$ cat config.mk
export PLATFORM = sky130hd
export DESIGN_NAME = ccu_queue
export DESIGN_NICKNAME = d
export VERILOG_FILES = /design/src/rtl/ccu_pkg.sv /design/src/rtl/ccu_queue.sv
export SDC_FILE = /design/constraint.sdc
export NUM_CORES = 1
export LEC_CHECK = 0
export BUFFER_PORTS_ARGS = -buffer_cell sky130_fd_sc_hd__buf_2
export CORE_ASPECT_RATIO = 1.5
export CORE_UTILIZATION = 55
export CTS_BUF_LIST = sky130_fd_sc_hd__clkbuf_16
export CTS_CLUSTER_DIAMETER = 30
export DETAILED_ROUTE_END_ITERATION = 6
export MAX_ROUTING_LAYER = met4
export PLACE_DENSITY = 0.82
export SLEW_MARGIN = 15
export SYNTH_ARGS = -nofsm -noshare
export SYNTH_HDL_FRONTEND = slang
export SYNTH_SLANG_ARGS = --single-unit
$ cat constraint.sdc
create_clock -name clk_i -period 10.23 [get_ports clk_i]
set_input_delay 2.046 -clock clk_i [delete_from_list [all_inputs] [get_ports clk_i]]
set_output_delay 2.046 -clock clk_i [all_outputs]
set_load 0.02 [all_outputs]
$ cat src/rtl/ccu_pkg.sv
package ccu_pkg;

  localparam int unsigned CONTIGS       = 4;
  localparam int unsigned CONTIG_LENGTH = 262144;
  localparam int unsigned COUNTER_BITS  = 16;

  localparam int unsigned CONTIG_BITS = 2;
  localparam int unsigned POS_BITS    = 18;
  localparam int unsigned PTR_BITS    = 19;
  localparam int unsigned LEN_BITS    = 20;
  localparam int unsigned ADDR_BITS   = CONTIG_BITS + POS_BITS;

  localparam int unsigned QUEUE_DEPTH = 2;
  localparam int unsigned QPTR_BITS   = $clog2(QUEUE_DEPTH);
  localparam int unsigned QCNT_BITS   = QPTR_BITS + 1;

  typedef enum logic {
    OP_APPLY = 1'b0,
    OP_READ  = 1'b1
  } opcode_e;

  typedef enum logic [1:0] {
    KIND_MATCH = 2'd0,
    KIND_DEL   = 2'd1,
    KIND_SKIP  = 2'd2,
    KIND_OTHER = 2'd3
  } cigar_kind_e;

  // work handed from front to back
  typedef enum logic [1:0] {
    CMD_READ = 2'd0,
    CMD_RUN  = 2'd1,
    CMD_PASS = 2'd2
  } cmd_e;

  typedef struct packed {
    cmd_e                  kind;
    logic [ADDR_BITS-1:0]  addr;
    logic [PTR_BITS-1:0]   count;
    logic                  add;
    logic [PTR_BITS-1:0]   next_pos;
  } cmd_t;

endpackage

$ cat src/rtl/ccu_queue.sv
module ccu_queue
  import ccu_pkg::*;
(
  input  logic clk_i,
  input  logic rst_ni,
  input  logic push_i,
  input  cmd_t push_cmd_i,
  output logic full_o,
  input  logic pop_i,
  output cmd_t pop_cmd_o,
  output logic empty_o
);

  cmd_t                 slot_q [QUEUE_DEPTH];
  logic [QPTR_BITS-1:0] wr_ptr_q, rd_ptr_q;
  logic [QCNT_BITS-1:0] cnt_q, cnt_d;

  assign full_o    = (cnt_q == QCNT_BITS'(QUEUE_DEPTH));
  assign empty_o   = (cnt_q == '0);
  assign pop_cmd_o = slot_q[rd_ptr_q];

  always_comb begin
    cnt_d = cnt_q;
    if (push_i && !pop_i) cnt_d = cnt_q + 1'b1;
    if (pop_i && !push_i) cnt_d = cnt_q - 1'b1;
  end

  always_ff @(posedge clk_i or negedge rst_ni) begin
    if (!rst_ni) begin
      wr_ptr_q <= '0;
      rd_ptr_q <= '0;
      cnt_q    <= '0;
    end else begin
      cnt_q <= cnt_d;
      if (push_i) wr_ptr_q <= QPTR_BITS'((32'(wr_ptr_q) + 1) % QUEUE_DEPTH);
      if (pop_i)  rd_ptr_q <= QPTR_BITS'((32'(rd_ptr_q) + 1) % QUEUE_DEPTH);
    end
  end

  always_ff @(posedge clk_i) begin
    if (push_i) slot_q[wr_ptr_q] <= push_cmd_i;
  end

`ifndef SYNTHESIS
  a_no_overflow: assert property (@(posedge clk_i) disable iff (!rst_ni)
    push_i |-> !full_o)
    else $error("queue push while full");
  a_no_underflow: assert property (@(posedge clk_i) disable iff (!rst_ni)
    pop_i |-> !empty_o)
    else $error("queue pop while empty");
`endif

endmodule

==> impl_results.md <==
* Run status: completed
* Total Wirelength at 7.97 mm
* RePlAce Congestion at 0.728
* Multiplexer share of the synthesized area at 0.186
* Post-route ant nets at 0
* Iter 0 DRT Violations at 134
* CP max FO at 62
* Period utilization at 0.413
* Largest net degree at the start of global routing at 63
* Netlist cell types at 13
* Core Box Area at 8520 sq um
* Reg2reg setup slack at 8.25 ns
* Maxcap violations at 0
* Share of cells above drive strength 1 at 0.589
* Cts hold-fix bufs at 0
* Resized cells post-CTS at 0
* Most frequent cells in the layout: buf_2, edfxtp_1, mux2_4, clkbuf_16, inv_1
* # IOs at 128
* RSZ-0062 raised after global routing: false
* CTS tree: built
* Final nets at 413
* Post-synthesis sequential area ratio at 0.770
* Clock Skew at 0.00695 ns
* Area contributors post-synth: edfxtp_1, mux2_4, buf_12
* Area leader, netlist: edfxtp_1
* Die width at 79.0 um
* WS Path Type: flip-flop to output pin
* Startpoint types: flip-flop
* Final global-route overflow total at 0
* Power Dens Cells at 297 nW/um^2
* Worst slew pin tran at 1.14 ns
* First-pass GRT wire length at 12.2 mm
* Longest Clk Path Bufs at 2
* Initial Util at 0.574
* H-tree levels at 4
* Number of CTS-inserted buffers at 17
* Yosys top cell area share at 0.750
* Synthesized netlist cell count at 206
* Final Util at 0.709
* Post-placement cell area at 5550 sq um
* Clock transition at path regs at 0.05 ns
* Synth Area in Compound Gates at 0
* Commonest non-fill, non-tap cell in the layout: buf_2
* Final Hold Viols at 0
* Syn. warnings at 0
* Maximum vdd drop at 0.221 mV
* Row Count at 41
* Synth Area in Simple Gates at 0.00486
* Multi-input gate area at 997 sq um
* N_diodes at 0
* Synth Area in XOR/XNOR at 0.00896
* Die area at 9270 sq um
* Worst skew pair latency at 0.40 ns
* Worst relative slew slack at 0.239
* Root buffer cell: clkbuf_16
* Data required time of the worst path at 8.18 ns
* Critical Path End Type: output pin
* Wirelength per Cell at 17.1 um
* P_leak at 0.00251 uW
* Total Power at 1800 uW
* Area delta synth->final at 23.5%
* Main combinational cell family by area after synthesis: multiplexers
* Worst hold slack at 0.490 ns
* Pre-Repair DR Iteration Count at 6
* Number of remaining DRC errors at 0
* Post-route cell area at 6040 sq um
* Via count at 2348
* Die Span Y at 117 um
* Fill cell count at 574
* Tot GR Track Use at 0.193
* Initial antenna violation count at 0
* DP Wirelength at 5.14 mm
* FF/Latch Area at 3770 sq um
* Routed vias/inst at 5.03
* Seq cells post-synth at 126
* Post-synthesis average cell area at 23.7 sq um
* Max-slew violations at 0
* Synth Area in Adders at 0.00256
* Vias in the first global route at 2482
* Post-CTS setup buffer count at 0
* IO Port Bufs at 127
* Worst hold path type: flip-flop to flip-flop
* Synthesized area at 4890 sq um
* Syn nets at 272
* Clock sink count at 126
* Fmax at 236 MHz
* Final setup violation count at 0
* Minimum clock period at 4.23 ns
* Final TNS setup at 0 ns
* Data arrival, critical path at 2.18 ns
cell usage after synthesis:
master and n:
inv_1 1, buf_12 6, mux2_2 2, xor2_1 3
and2_1 1, edfxtp_1 122, nor2b_1 1, dfrtp_1 4
mux2_4 59, ha_1 1, xnor2_1 2, buf_6 1
nor2_1 3
metrics by stage:
step                      worst slack, ns  std cells
after floorplan                      5.08        206
after global placement               6.41        435
after detailed placement             6.40        435
after CTS                            5.95        467
after global routing                 5.89        467
final                                6.00        467
registers in the layout, summed over array words and instances, names as in the netlist:
name      flops
slot_q      122
cnt_q         2
wr_ptr_q      1
rd_ptr_q      1
power by group:
group	total (uW)	switching [uW]	internal, uW
registers	783	95.0	688
clock network	479	184	295
logic	533	265	268
cell type report:
cell class	count	share of cell area
sequential	126	0.624
clock buffer	17	0.0705
tap	107	0.0222
timing repair buffer	129	0.108
clock inverter	15	0.00974
inverter	1	0.000622
multi-input combinational	72	0.165
layer usage:
| metal | vias up | part of all wire | track usage | wire length [um] |
|---|---|---|---|---|
| met5 | - | 0 | - | 0 |
| met4 | 0 | 0.033 | 0.114 | 260 |
| met3 | 24 | 0.059 | 0.0798 | 469 |
| met2 | 90 | 0.55 | 0.314 | 4350 |
| met1 | 1137 | 0.36 | 0.189 | 2890 |
| li1 | 1097 | - | - | - |
kinds of logic (layout without fill, tap and decap cells):
logic type | Yosys count | count (layout)
adders and majority gates | 1 | 1
xor gates and xnor gates | 5 | 5
and+or+nand+nor | 5 | 5
buffers and inverters | 8 | 162
muxes | 61 | 61
DFF | 126 | 126
worst max-delay path, stage by stage (launching register included):
cell     delay (ns)
dfrtp_4        1.19
mux2_2         0.42
buf_2          0.16
worst paths after layout:
| path | endpoint | cells after the start | startpoint |
|---|---|---|---|
| max | pop_cmd_o[41] | 2 | rd_ptr_q |
| min | cnt_q[1] | 1 | cnt_q[1] |
| max reg2reg | slot_q[0][0] | 2 | wr_ptr_q |
| min reg2reg | cnt_q[1] | 1 | cnt_q[1] |
| max in group asynchronous | rd_ptr_q | 1 | rst_ni |
| min in group asynchronous | rd_ptr_q | 1 | rst_ni |
Power figures use the tool's default switching activity.
