`src/rtl/ccu_pkg.sv`:
```
package ccu_pkg;

  localparam int unsigned CONTIGS       = 4;
  localparam int unsigned CONTIG_LENGTH = 262144;
  localparam int unsigned COUNTER_BITS  = 16;

  localparam int unsigned CONTIG_BITS = 2;
  localparam int unsigned POS_BITS    = 18;
  localparam int unsigned PTR_BITS    = 19;
  localparam int unsigned LEN_BITS    = 20;
  localparam int unsigned ADDR_BITS   = CONTIG_BITS + POS_BITS;

  localparam int unsigned QUEUE_DEPTH = 2;
  localparam int unsigned QPTR_BITS   = $clog2(QUEUE_DEPTH);
  localparam int unsigned QCNT_BITS   = QPTR_BITS + 1;

  typedef enum logic {
    OP_APPLY = 1'b0,
    OP_READ  = 1'b1
  } opcode_e;

  typedef enum logic [1:0] {
    KIND_MATCH = 2'd0,
    KIND_DEL   = 2'd1,
    KIND_SKIP  = 2'd2,
    KIND_OTHER = 2'd3
  } cigar_kind_e;

  // work handed from front to back
  typedef enum logic [1:0] {
    CMD_READ = 2'd0,
    CMD_RUN  = 2'd1,
    CMD_PASS = 2'd2
  } cmd_e;

  typedef struct packed {
    cmd_e                  kind;
    logic [ADDR_BITS-1:0]  addr;
    logic [PTR_BITS-1:0]   count;
    logic                  add;
    logic [PTR_BITS-1:0]   next_pos;
  } cmd_t;

endpackage

```
`src/rtl/ccu_front.sv`:
```
module ccu_front
  import ccu_pkg::*;
(
  input  logic                   clk_i,
  input  logic                   rst_ni,
  input  logic                   in_valid_i,
  output logic                   in_stall_o,
  input  logic                   opcode_i,
  input  logic                   first_op_i,
  input  logic [CONTIG_BITS-1:0] contig_i,
  input  logic [POS_BITS-1:0]    position_i,
  input  logic [1:0]             cigar_kind_i,
  input  logic [LEN_BITS-1:0]    run_length_i,
  input  logic                   add_mode_i,
  input  logic                   clearing_i,
  input  logic                   q_full_i,
  output logic                   q_push_o,
  output cmd_t                   q_cmd_o
);

  localparam logic [PTR_BITS-1:0] LenPtr = PTR_BITS'(CONTIG_LENGTH);

  logic [PTR_BITS-1:0]    walk_ptr_q, walk_ptr_d;
  logic [CONTIG_BITS-1:0] walk_contig_q, walk_contig_d;

  logic [PTR_BITS-1:0]    ptr_base;
  logic [CONTIG_BITS-1:0] contig_base;
  logic [PTR_BITS-1:0]    room;
  logic [PTR_BITS-1:0]    count;
  logic                   is_touch;
  logic                   is_move;
  logic [PTR_BITS-1:0]    next_ptr;
  logic                   accept;

  assign in_stall_o = clearing_i || q_full_i;
  assign accept     = in_valid_i && !in_stall_o;
  assign q_push_o   = accept;

  always_comb begin
    ptr_base    = first_op_i ? {1'b0, position_i} : walk_ptr_q;
    contig_base = first_op_i ? contig_i : walk_contig_q;
    room        = LenPtr - ptr_base;
    count       = (run_length_i < {1'b0, room}) ? run_length_i[PTR_BITS-1:0] : room;
    is_touch    = (cigar_kind_i == KIND_MATCH) || (cigar_kind_i == KIND_DEL);
    is_move     = is_touch || (cigar_kind_i == KIND_SKIP);
    next_ptr    = is_move ? ptr_base + count : ptr_base;
  end

  always_comb begin
    walk_ptr_d    = walk_ptr_q;
    walk_contig_d = walk_contig_q;
    q_cmd_o.kind     = CMD_PASS;
    q_cmd_o.addr     = {contig_base, ptr_base[POS_BITS-1:0]};
    q_cmd_o.count    = count;
    q_cmd_o.add      = add_mode_i;
    q_cmd_o.next_pos = next_ptr;
    if (opcode_i == OP_READ) begin
      q_cmd_o.kind     = CMD_READ;
      q_cmd_o.addr     = {contig_i, position_i};
      q_cmd_o.next_pos = walk_ptr_q;
    end else begin
      if (is_touch && (count != '0)) begin
        q_cmd_o.kind = CMD_RUN;
      end
      if (accept) begin
        walk_ptr_d    = next_ptr;
        walk_contig_d = contig_base;
      end
    end
  end

  always_ff @(posedge clk_i or negedge rst_ni) begin
    if (!rst_ni) begin
      walk_ptr_q    <= '0;
      walk_contig_q <= '0;
    end else begin
      walk_ptr_q    <= walk_ptr_d;
      walk_contig_q <= walk_contig_d;
    end
  end

endmodule

```
`config.mk`:
```
export PLATFORM = sky130hd
export DESIGN_NAME = ccu_front
export DESIGN_NICKNAME = d
export VERILOG_FILES = /design/src/rtl/ccu_pkg.sv /design/src/rtl/ccu_front.sv
export SDC_FILE = /design/constraint.sdc
export NUM_CORES = 1
export LEC_CHECK = 0
export BUFFER_PORTS_ARGS = -buffer_cell sky130_fd_sc_hd__buf_4
export CORE_MARGIN = 2
export CORE_UTILIZATION = 30
export CTS_BUF_LIST = sky130_fd_sc_hd__clkbuf_16
export CTS_CLUSTER_DIAMETER = 40
export DETAILED_ROUTE_END_ITERATION = 8
export GPL_ROUTABILITY_DRIVEN = 0
export GPL_TIMING_DRIVEN = 0
export PLACE_DENSITY = 0.64
export SYNTH_ARGS = -nofsm -noshare
export SYNTH_HDL_FRONTEND = slang
export SYNTH_SLANG_ARGS = --single-unit
```
`constraint.sdc`:
```
create_clock -name clk_i -period 7.4 [get_ports clk_i]
set_input_delay 0.74 -clock clk_i [delete_from_list [all_inputs] [get_ports clk_i]]
set_output_delay 0.74 -clock clk_i [all_outputs]
set_load 0.01 [all_outputs]
```
==> results.yml, run 1 <==
finish:
  drive_gt1_share_pct: 35.8
  area_growth_pct: 35.3
  final_nets: 701
  insertedDiodeCount: 0
power:
  powerDensity_nw_per_um2: 366
  ir_drop_mv: 0.166
  power_leakage_uw: 0.00235
synthesis:
  ys_seq_area_share_pct: 13.7
  synth_top_family_by_area: "simple AND/OR/NAND/NOR gates"
  synth_area_um2: 3850
  yosys-top-cells-area: "mux2_2, dfrtp_1, ha_1, a21oi_1, xnor2_1"
  postSynth.asyncResetShare_pct: 100
  yosysWarnings: 0
  synth_edf_count: 0
  yosysUniqueCellTypes: 68
  synth_fa_ha_area_share_pct: 12.6
  synth.area.mux_share_pct: 20.0
  synth_top_area_share_pct: 14.9
  yosys_most_used_dff: "dfrtp_1"
  yosys.area_share.simple_pct: 23.0
  syn_inst: 487
  synth_compound_area_share_pct: 18.1
  syn_nets: 575
  synth_top_area_cell: "mux2_2"
  synth-xor-area-share_pct: 7.25
  ys_seq_elements: 21
  syn_avg_cell_area_um2: 7.90
drt:
  drc: 0
  post_drt_wl_per_cell_um: 18.2
  antenna_left: 0
  totalWireLength_mm: 14.3
  viasPerCell: 5.42
  vias: 4249
  drt_iter0_markers: 301
  drtPass1Iterations: 7
timing:
  post-route-period-util_pct: 96.4
  skew_ps: 2.93
  maxSlewViolCount: 0
  max_freq_mhz: 140
  relSlewSlack_pct: 54.1
  fin_setup_tns_ps: 0
  whs_ps: 368
  finalSetupViolations: 0
  finalWorstPathRequiredPeriod_ps: 7130
  hold_violations: 0
  fin_ws_ps: 268
  tightest_slew_ps: 689
clock_tree:
  clockBufferDepth: 2
  clk-insertion-delay-late_ps: 250
  clock_sinks: 21
  tritoncts: "built"
  cts_root_buf: "clkbuf_16"
  clk_pin_slew_ps: 60
  cts_made_buffers: 3
  htree_levels: 1
floorplan:
  die_h_um: 117
  start_util_pct: 30.6
  core-area_um2: 12600
  rows: 41
  die_width_um: 117
  ios: 113
  dieArea_um2: 13700
worst_setup_path:
  crit_slowest_cell: "o311a_1"
  crit_fanout: 11
  path_buf_inv: 6
  critPathLaunchType: "input pin"
  cp_data_arrival_time_ps: 6390
  crit_required_ps: 6660
  end_kind: "output port"
  critical_path_class: "in2out"
  cp_slowest_stage_delay_ps: 420
  crit_family: "compound AO/OA/AOI/OAI gates"
place:
  dp_slack_ps: -1140
  hpwlAfterDp_mm: 11.8
  port_buffers: 109
global_routing:
  grt.overflow.total: 0
  antenna_found_initial: 0
  grt_usage_pct: 20.0
  grt_pass1_vias: 4267
  grt_pass1_wl_mm: 21.7
  grt_max_degree: 22
min_path:
  worst_hold_path_type: "in2async"
flow_run:
  cap_violations: 0
outcome:
  outcome: "complete, no violations"
per-layer routing:
layer / share of wire (%) / routed length, um / vias to the layer above / global-route usage (%)
met3: 6.6 / 946 / 17 / 2.27
met1: 44 / 6250 / 2020 / 26.3
met5: 0 / 0 / - / 0
li1: - / - / 2038 / -
met2: 48 / 6920 / 174 / 35.3
met4: 1.3 / 187 / 0 / 4.31
state kept, by name (all words and copies together) (netlist names):
| signal | flops |
|---|---|
| walk_contig_q | 2 |
| walk_ptr_q | 19 |
final timing paths:
check	from	to	slack [ps]	cells past startpoint
setup / recovery	first_op_i	q_cmd_o[11]	270	26
hold / removal	rst_ni	walk_ptr_q[18]$_DFFE_PN0P_	370	1
setup reg to reg	walk_ptr_q[0]$_DFFE_PN0P_	walk_ptr_q[18]$_DFFE_PN0P_	1450	24
hold reg to reg	walk_contig_q[1]$_DFFE_PN0P_	walk_contig_q[1]$_DFFE_PN0P_	520	1
max in group asynchronous	rst_ni	walk_ptr_q[8]$_DFFE_PN0P_	6800	1
min in group clk_i	walk_contig_q[1]$_DFFE_PN0P_	walk_contig_q[1]$_DFFE_PN0P_	520	1
placed cells by master (no fill, tap or decap), types with 4 or more instances in the layout:
master / n
ha_1: 35
nand2_1: 44
mux2_2: 51
or3_1: 5
a211oi_1: 4
a21o_1: 10
nor3_1: 13
o211ai_1: 6
nor2_1: 45
buf_4: 124
nor4_1: 7
and2_1: 6
nand4_1: 5
dfrtp_1: 21
a21oi_1: 38
nor2b_1: 4
mux2i_4: 4
nand3_1: 8
and3_1: 5
o21a_1: 4
clkbuf_1: 11
mux2i_1: 9
xnor2_1: 22
o21ai_0: 23
inv_1: 26
xor2_1: 7
synth_stat cells (all sizes together), types with 3 or more instances:
| cell | n |
|---|---|
| mux2 | 53 |
| nor2 | 45 |
| nand2 | 44 |
| a21oi | 41 |
| ha | 37 |
| inv | 28 |
| o21ai | 24 |
| xnor2 | 23 |
| dfrtp | 21 |
| clkbuf | 15 |
| nor3 | 15 |
| mux2i | 14 |
| a21o | 10 |
| buf | 8 |
| nand3 | 8 |
| nor4 | 8 |
| xor2 | 8 |
| and2 | 6 |
| o211ai | 6 |
| and3 | 5 |
| nand4 | 5 |
| or3 | 5 |
| a211oi | 4 |
| a31oi | 4 |
| nor2b | 4 |
| nor3b | 4 |
| o21a | 4 |
| or4b | 4 |
| o31ai | 3 |
| or4 | 3 |
final cells by class:
cell class / count / area [um2]
clock inverter: 1 / 3.75
multi-input combinational: 415 / 3220
clock buffer: 3 / 75.1
fill: 1311 / 7360
tap: 172 / 215
inverter: 28 / 105
sequential: 21 / 526
timing repair buffer: 123 / 923
buffer: 21 / 133
stage by stage:
step	util, %	instances	area [um2]	total power [uW]
finish	41.4	784	5200	1910
global route	41.4	784	5200	2050
CTS	40.5	776	5090	1850
detailed placement	38.8	768	4880	1680
global placement	38.8	768	4880	1630
floorplan	-	487	3850	1160
kinds of logic (layout without fill, tap and decap cells):
kind of cell             count (synthesis)  in the layout
multiplexers                            67             67
AO/OA/AOI/OAI                          110            110
buffers and inverters                   51            176
XOR/XNOR                                31             31
adder cells (fa/ha/maj)                 38             38
AND/OR/NAND/NOR                        169            169
flip-flops                              21             21
power breakdown:
group | internal, uW | switching [uW] | total, uW
combinational | 701 | 861 | 1560
clock | 72.0 | 41.5 | 113
sequential | 168 | 61.8 | 230
repair_timing:
| item | 4_1_cts | 5_1_grt |
|---|---|---|
| gates resized for setup | 22 | 14 |
| hold buffers | 0 | 0 |
| endpoints found under the setup margin | 18 | 11 |
| pin swaps | 5 | 12 |
| setup buffers | 5 | 9 |
Note: power is estimated with default switching activity, not from simulation.
==> run 2: changes to the inputs <==
--- a/config.mk
+++ b/config.mk
@@ -6,6 +6,7 @@
 export NUM_CORES = 1
 export LEC_CHECK = 0
 export BUFFER_PORTS_ARGS = -buffer_cell sky130_fd_sc_hd__buf_4
+export CORE_ASPECT_RATIO = 1.1
 export CORE_MARGIN = 2
 export CORE_UTILIZATION = 30
 export CTS_BUF_LIST = sky130_fd_sc_hd__clkbuf_16
@@ -13,7 +14,7 @@
 export DETAILED_ROUTE_END_ITERATION = 8
 export GPL_ROUTABILITY_DRIVEN = 0
 export GPL_TIMING_DRIVEN = 0
-export PLACE_DENSITY = 0.64
+export PLACE_DENSITY = 0.62
 export SYNTH_ARGS = -nofsm -noshare
 export SYNTH_HDL_FRONTEND = slang
 export SYNTH_SLANG_ARGS = --single-unit
==> constraint.sdc (replaced) <==
create_clock -name clk_i -period 9.1 [get_ports clk_i]
set_input_delay 0.91 -clock clk_i [delete_from_list [all_inputs] [get_ports clk_i]]
set_output_delay 0.91 -clock clk_i [all_outputs]
set_load 0.01 [all_outputs]
==> run 2 against run 1 <==
  * Global-route usage down 0.39 points
  * Final area down 5.2%
  * Routed wire length down 5.9%
  * Combinational power down 24%
  * Via count down 3.8%
  * Sequential share of layout area up 0.56 points
  * Worst setup slack better by 560 ps
  * Total power down 23%
  * Die area about the same
  * Hold slack better by 140 ps
  * Critical path depth up 2
  * Critical endpoint is now q_cmd_o[16]
  * Largest power group unchanged
==> results.yml, run 2 (same netlist as run 1, synthesis figures left out) <==
drt:
  antenna_left: 0
  drt_iter0_markers: 265
  vias: 4089
  routed-wl-met2_mm: 6.30
  met1_length_mm: 6.12
  drc: 0
  top_layer_used: "met4"
  viasPerCell: 5.42
  totalWireLength_mm: 13.5
  post_drt_wl_per_cell_um: 17.8
  met3_length_um: 760
  drtPass1Iterations: 4
finish:
  final_common_cell: "buf_4"
  area_growth_pct: 28.2
  largest_reg_flops: 19
  layout_common_cells: "buf_4, mux2_2, nor2_1, nand2_1, a21oi_1"
  insertedDiodeCount: 0
  fin_area_um2: 4930
  top_regs: "walk_ptr_q: 19 flops, walk_contig_q: 2 flops"
  drive_gt1_share_pct: 31.1
  largest_register: "walk_ptr_q"
  final_nets: 687
clock_tree:
  cts_root_buf: "clkbuf_16"
  htree_levels: 1
  clk-insertion-delay-late_ps: 250
  clock_sinks: 21
  clk_pin_slew_ps: 60
  cts_made_buffers: 3
  holdBufCountCts: 0
  tritoncts: "built"
  clockBufferDepth: 2
global_routing:
  grt_pass1_wl_mm: 21.8
  grt_max_degree: 22
  grt_pass1_vias: 4217
  grt_usage_pct: 19.6
  antenna_found_initial: 0
  grt.overflow.total: 0
power:
  seq_power_share_pct: 12.5
  p_int_uw: 727
  power_leakage_uw: 0.00226
  power_frac_comb_pct: 81.3
  clkPwrFrac_pct: 6.2
  powerDensity_nw_per_um2: 297
  ir_drop_mv: 0.169
  switching_share_pct: 50.4
  netSwitchingPower_uw: 737
worst_setup_path:
  end_kind: "output port"
  rrSetupSlack_ps: 2500
  r2r_start: "walk_ptr_q[0]$_DFFE_PN0P_"
  crit_required_ps: 8190
  critical_path_class: "in2out"
  critPathLaunchType: "input pin"
  crit_fanout: 10
  cp_data_arrival_time_ps: 7360
  worst-r2r-cell-count: 26
  r2r_end: "walk_ptr_q[16]$_DFFE_PN0P_"
timing:
  finalSetupViolations: 0
  fin_setup_tns_ps: 0
  rsz0062_at_grt: "no"
  finalWorstPathRequiredPeriod_ps: 8270
  hold_violations: 0
  maxSlewViolCount: 0
  max_freq_mhz: 121
  post-route-period-util_pct: 90.8
  skew_ps: 2.35
  tightest_slew_ps: 694
  relSlewSlack_pct: 53.8
floorplan:
  rows: 43
  ios: 113
  start_util_pct: 30.6
  dieArea_um2: 13700
  die_width_um: 112
  core-area_um2: 12600
  die_h_um: 123
flow_run:
  cap_violations: 0
min_path:
  min_to: "walk_contig_q[0]$_DFFE_PN0P_"
  min_from: "walk_contig_q[0]$_DFFE_PN0P_"
  worst_hold_path_type: "reg2reg"
  hold_depth: 1
outcome:
  outcome: "complete, no violations"
place:
  port_buffers: 109
  hpwlAfterDp_mm: 11.6
  placed_area_um2: 4860
-- run 2: power groups by stage --
stage	clock network [uW]	logic, uW	registers (uW)
floorplan	0	779	167
global placement	0	1150	177
detailed placement	0	1170	183
CTS	93.1	1180	181
global route	97.0	1310	190
finish	91.0	1190	183
-- run 2: critical path: stages --
cell and delay (ps):
buf_6 140, mux2i_1 540, ha_1 320, inv_1 50, a211o_2 380, or2_1 290, nor3_1 230, xnor2_1 180
inv_1 70, ha_1 190, a21o_1 160, a21o_1 180, a221oi_1 430, o21ai_4 220, clkbuf_2 250, nor2_1 120
a21oi_1 80, ha_1 260, fa_1 420, a211o_1 340, a21oi_1 290, o2111ai_1 240, a311oi_1 320, xnor2_1 130
nand2_1 70, o21ai_0 100, mux2_2 300, buf_4 140
-- run 2: through the flow --
step	setup slack (ps)	util [%]	instances	total power (uW)	hold WS, ps
finish	833	39.2	755	1460	508
global route	258	39.2	755	1600	522
CTS	136	39.2	757	1450	511
detailed placement	171	38.6	753	1350	498
global placement	249	38.6	753	1330	485
floorplan	1470	-	487	947	474
-- run 2: what timing repair did --
item	in CTS	in global routing
hold endpoints to repair	0	0
gates resized for setup	0	2
setup endpoints to repair	0	9
buffers inserted	0	0
-- run 2: worst max path at each step --
stage	startpoint	to	cells past startpoint
3_5_place_dp	first_op_i	q_cmd_o[16]	28
6_report	first_op_i	q_cmd_o[16]	28
5_1_grt	first_op_i	q_cmd_o[16]	28
3_3_place_gp	first_op_i	q_cmd_o[18]	28
4_1_cts	first_op_i	q_cmd_o[18]	28
2_1_floorplan	first_op_i	q_cmd_o[16]	29
-- run 2: layer usage --
layer  GRT usage [%]  vias to the layer above
met4            6.25                        0
met2            32.8                      145
li1                -                     2002
met5               0                        -
met3            2.32                       22
met1            26.6                     1920
-- run 2: cell type report --
class	count	area (um2)
tap	157	196
buffer	21	97.6
inverter	28	105
clock inverter	1	3.75
timing repair buffer	109	818
fill	1337	7660
clock buffer	3	75.1
multi-input combinational	415	3110
sequential	21	526
